### src/hw/rtl/pcdd_pkg.sv
// ----------------------------------------------------------------------------
// pcdd_pkg
// Shared field widths, command codes and register indexes of the per-channel
// delay dedisperser.
// ----------------------------------------------------------------------------
package pcdd_pkg;

  localparam int CMD_W      = 1;
  localparam int CHAN_FW    = 8;
  localparam int DELAY_W    = 8;
  localparam int SAMPLE_W   = 8;
  localparam int POL_FW     = 2;
  localparam int CFG_W      = 9;
  localparam int CFG_IDX_W  = 1;

  localparam logic [CMD_W-1:0] CMD_LOAD   = 1'b0;
  localparam logic [CMD_W-1:0] CMD_SAMPLE = 1'b1;

  localparam logic [CFG_IDX_W-1:0] REG_CHANNELS = 1'b0;
  localparam logic [CFG_IDX_W-1:0] REG_POLS     = 1'b1;

  localparam logic [CFG_W-1:0] CHANNELS_RESET = 9'd256;
  localparam logic [2:0]       POLS_RESET     = 3'd1;

endpackage

### src/hw/rtl/pcdd_delay_table.sv
// ----------------------------------------------------------------------------
// pcdd_delay_table
// Per-channel delay memory with registered read and a zeroing sweep after
// reset.
// ----------------------------------------------------------------------------
module pcdd_delay_table #(
  parameter int DEPTH  = 256,
  parameter int ADDR_W = 8
) (
  input  logic                        clk,
  input  logic                        rst,
  input  logic                        wr_en,
  input  logic [ADDR_W-1:0]           wr_addr,
  input  logic [pcdd_pkg::DELAY_W-1:0] wr_data,
  input  logic                        rd_en,
  input  logic [ADDR_W-1:0]           rd_addr,
  output logic [pcdd_pkg::DELAY_W-1:0] rd_data,
  output logic                        busy
);
  import pcdd_pkg::*;

  logic [DELAY_W-1:0] mem [DEPTH];
  logic [ADDR_W-1:0]  clr_addr;

  // The sweep writes one zero per cycle until every entry has been cleared.
  always_ff @(posedge clk) begin
    if (rst) begin
      busy     <= 1'b1;
      clr_addr <= '0;
    end else if (busy) begin
      clr_addr <= clr_addr + ADDR_W'(1);
      if (32'(clr_addr) == 32'(DEPTH - 1)) begin
        busy <= 1'b0;
      end
    end
  end

  always_ff @(posedge clk) begin
    if (busy) begin
      mem[clr_addr] <= '0;
    end else if (wr_en) begin
      mem[wr_addr] <= wr_data;
    end
    if (rd_en) begin
      rd_data <= mem[rd_addr];
    end
  end

endmodule

### config.mk
export PLATFORM = sky130hd
export DESIGN_NAME = pcdd_delay_table
export DESIGN_NICKNAME = d
export VERILOG_FILES = /design/src/hw/rtl/pcdd_pkg.sv /design/src/hw/rtl/pcdd_delay_table.sv
export SDC_FILE = /design/constraint.sdc
export NUM_CORES = 2
export LEC_CHECK = 0
export BUFFER_PORTS_ARGS = -buffer_cell sky130_fd_sc_hd__clkbuf_2
export CAP_MARGIN = 25
export CORE_MARGIN = 5
export CORE_UTILIZATION = 57
export CTS_BUF_LIST = sky130_fd_sc_hd__clkbuf_4 sky130_fd_sc_hd__clkbuf_8 sky130_fd_sc_hd__clkbuf_16
export DETAILED_ROUTE_END_ITERATION = 10
export HOLD_SLACK_MARGIN = 0.12
export PLACE_DENSITY = 0.84
export SYNTH_ARGS = -nofsm -noshare
export SYNTH_HDL_FRONTEND = slang
export SYNTH_SLANG_ARGS = --single-unit
### constraint.sdc
create_clock -name clk -period 4.8 [get_ports clk]
set_clock_uncertainty 0.15 [all_clocks]
set_input_delay 0.24 -clock clk [delete_from_list [all_inputs] [get_ports clk]]
set_output_delay 0.24 -clock clk [all_outputs]
set_load 0.03 [all_outputs]
==> flow_metrics.py <==
metrics = {
    "status": {
        "status": "finished clean",
    },
    "synthesis": {
        "ys_warn_count": 0,
        "synth-seq-cells": 2065,
        "yosys-top-cells-count": "2,056 x edfxtp_1, 435 x mux4_2, 296 x nor2_1",
        "synth.distinct_cells": 64,
        "ys.flop_type": "edfxtp_1",
        "syn_nets": 3881,
        "synth_area_leaders": "edfxtp_1 77%, mux4_2 12%, a22oi_1 1.8%",
        "syn_area_um2": 80100,
        "ys_seq_area_frac": 0.773,
        "synth_cells": 3852,
        "ys_async_sr_fraction": 0,
        "synth_most_common_cell": "edfxtp_1",
        "synth_edf_count": 2056,
        "syn_area_per_cell_um2": 20.8,
        "synth.top_cell.area_share": 0.771,
        "yosysTopAreaCell": "edfxtp_1",
    },
    "placement": {
        "port_buffers": 36,
        "place_ws_ns": 0.578,
        "hpwlAfterDp_mm": 116,
        "routabilityCongestion": 0.887,
    },
    "global_route": {
        "grtUsageTotal": 0.289,
        "grt_max_degree": 257,
        "grt_pass1_vias": 43100,
        "antenna_found_initial": 18,
        "overflow": 0,
        "grt_pass1_wl_mm": 307,
    },
    "setup_path": {
        "critical_path_class": "reg -> reg",
        "r2r_end": "mem[235][4]",
        "rrSetupSlack_ns": 0.70,
        "cp_slowest_cell": "o21ai_0",
        "cp.required_ns": 5.08,
        "worstRegToRegCells": 4,
        "crit_path_start_kind": "flop",
        "crit_chain": "nor2b_2 > o21ai_0 > nand2_1 > nor2_1",
        "cp.arrival_ns": 4.38,
        "timing.critical_path.to_type": "flop",
        "reg2reg_from": "busy",
        "max_stage_delay_ns": 0.98,
        "cp_max_fo": 16,
    },
    "clock_network": {
        "cts.htree.levels": 4,
        "clk_pin_slew_ns": 0.06,
        "cts_tree": "built",
        "cts.sinks": 2065,
        "clockRootBuffer": "clkbuf_16",
        "cts_buffers": 188,
        "cts_buffer_depth": 3,
        "clkLatencyLatePin_ns": 0.82,
    },
    "timing": {
        "finalCriticalPeriod_ns": 4.10,
        "hold_ws_ns": 0.142,
        "drv_slew": 0,
        "hold_violations": 0,
        "fin_crit_sh": 0.854,
        "setup_viol": 0,
        "tns_ns": 0,
        "tightest_slew_ns": 1.39,
        "max_freq_mhz": 244,
        "max_slew_margin": 0.0721,
        "rsz0062_at_grt": "no",
        "fin_ws_ns": 0.702,
    },
    "detailed_routing": {
        "top_layer": "met5",
        "met3_length_mm": 31.6,
        "wire_per_inst_um": 35.4,
        "vias": 43300,
        "drtAntennaViolNets": 0,
        "drt-initial-drc-count": 7660,
        "viasPerCell": 7.18,
        "firstDrtPassIters": 6,
        "drt_wl_total_mm": 213,
        "met2_length_mm": 101,
        "wl_met1_mm": 68.3,
        "drc_errors": 0,
    },
    "floorplanning": {
        "die_h_um": 385,
        "fp.dieW_um": 385,
        "std_cell_rows": 137,
        "io_pins": 37,
        "die-area_um2": 148000,
        "start_util": 0.574,
        "core_area_um2": 140000,
    },
    "power": {
        "swShare": 0.210,
        "comb_power_share": 0.040,
        "power_frac_seq": 0.544,
        "pwr_density_cell_nw_per_um2": 405,
        "leakagePower_nw": 30.2,
        "ir_worst_vdd_v": 0.000404,
        "p_switching_w": 0.00758,
        "intPower_w": 0.0285,
        "power.share.clock": 0.417,
    },
    "min_path": {
        "hold_path.class": "in -> reg",
        "holdPathStages": 3,
        "min_to": "mem[198][6]",
        "hold_path.startpoint": "wr_data[6]",
    },
    "flow_run": {
        "cap_violations": 0,
    },
    "cells_and_area": {
        "drive_gt1_frac": 0.228,
        "layout.nets": 4019,
        "syn2layout_area_growth_pct": 11.0,
    },
}
-- worst max-delay path: cells and delay by family (launching register included) --
| family | cells | cell delay (ns) |
|---|---|---|
| and+or+nand+nor | 3 | 2.05 |
| DFF | 1 | 0.53 |
| AOI/OAI and AO/OA | 1 | 0.98 |
-- cell usage in the layout, fill, tap and decap left out, drive strengths merged, types with 3 or more instances in the layout --
cell type    netlist  layout
a2111oi            5       5
a211oi            13      13
a21oi            108     108
a221oi            15      15
a22oi            192     192
a31oi             15      15
and2              11      11
buf              147     140
bufinv             0      15
clkbuf            93     268
clkinv             0      80
clkinvlp           0       5
dfxtp              9       9
diode              0      10
dlygate4sd3        0      11
edfxtp          2056    2056
inv                2      10
mux2               6       6
mux2i            135     135
mux4             435     435
nand2             72      72
nand2b            17      17
nand3             27      27
nand3b            11      11
nand4              3       3
nor2             296     296
nor2b             14      14
nor4              35      35
o21ai             27      27
o221ai            34      34
o22ai             16      16
o2bb2ai            7       7
o31ai              4       4
o41ai              4       4
or2                4       4
or3                9       9
xor2               3       3
-- kinds of logic (layout without fill, tap and decap cells) --
kind of cell             after synthesis  after routing  share of synthesized area
flip-flops                          2065           2065                      0.773
multiplexers                         576            576                      0.140
AND/OR/NAND/NOR                      508            508                     0.0283
AO/OA/AOI/OAI                        456            456                     0.0397
buffers and inverters                242            529                     0.0186
XOR/XNOR                               4              4                   0.000437
adder cells (fa/ha/maj)                1              1                   0.000156
other                                  0             10                          0
-- flip-flops by register name, indices dropped and copies added (netlist names) --
register / count
mem: 2048
clr_addr: 8
rd_data: 8
busy: 1
-- what timing repair did --
action	in CTS	in global routing
endpoints found under the hold margin	405	0
setup buffers	0	0
gates resized for setup	0	0
endpoints found under the setup margin	0	0
hold buffers	11	0
-- layer usage --
metal  track usage  vias to the layer above
met5       0.00529                        -
met2         0.445                     4235
met1         0.376                    21800
met4         0.142                       26
met3        0.0932                      860
li1              -                    16400
-- how the worst max path moves through the flow --
stage                    start          end  slack [ns]  cells past startpoint
finish                    busy  mem[235][4]        0.70                      4
global route              busy   mem[36][1]        0.75                      4
CTS                       busy   mem[37][1]        0.98                      4
detailed placement  rd_addr[0]   rd_data[5]        0.58                      9
global placement    rd_addr[0]   rd_data[0]        0.46                      8
floorplan                 busy    mem[0][0]        1.18                      5
-- stage by stage --
step | area (um2) | power (W) | utilization | cells
finish | 88900 | 0.0360 | 0.637 | 6025
global route | 88900 | 0.0369 | 0.637 | 6016
CTS | 88800 | 0.0360 | 0.637 | 6008
detailed placement | 82600 | 0.0213 | 0.592 | 5658
global placement | 82600 | 0.0213 | 0.592 | 5657
floorplan | 80100 | 0.0208 | - | 3852
-- power by group through the flow --
stage | Combinational (W) | Sequential [W] | Clock (W)
final | 0.00143 | 0.0196 | 0.0150
after global placement | 0.00131 | 0.0200 | 0
after floorplan | 0.000871 | 0.0200 | 0
after CTS | 0.00139 | 0.0196 | 0.0150
after global routing | 0.00146 | 0.0196 | 0.0159
after detailed placement | 0.00134 | 0.0200 | 0
-- cell type report --
type / count / area (um2)
inverters: 2 / 7.51
clock inverters: 108 / 997
diodes: 10 / 25.0
multi-input cells: 1545 / 16800
fillers: 8411 / 50600
repair buffers: 188 / 1760
clock buffers: 231 / 5100
flip-flops and latches: 2065 / 61900
well taps: 1876 / 2350
Note: power is estimated with default switching activity, not from simulation.
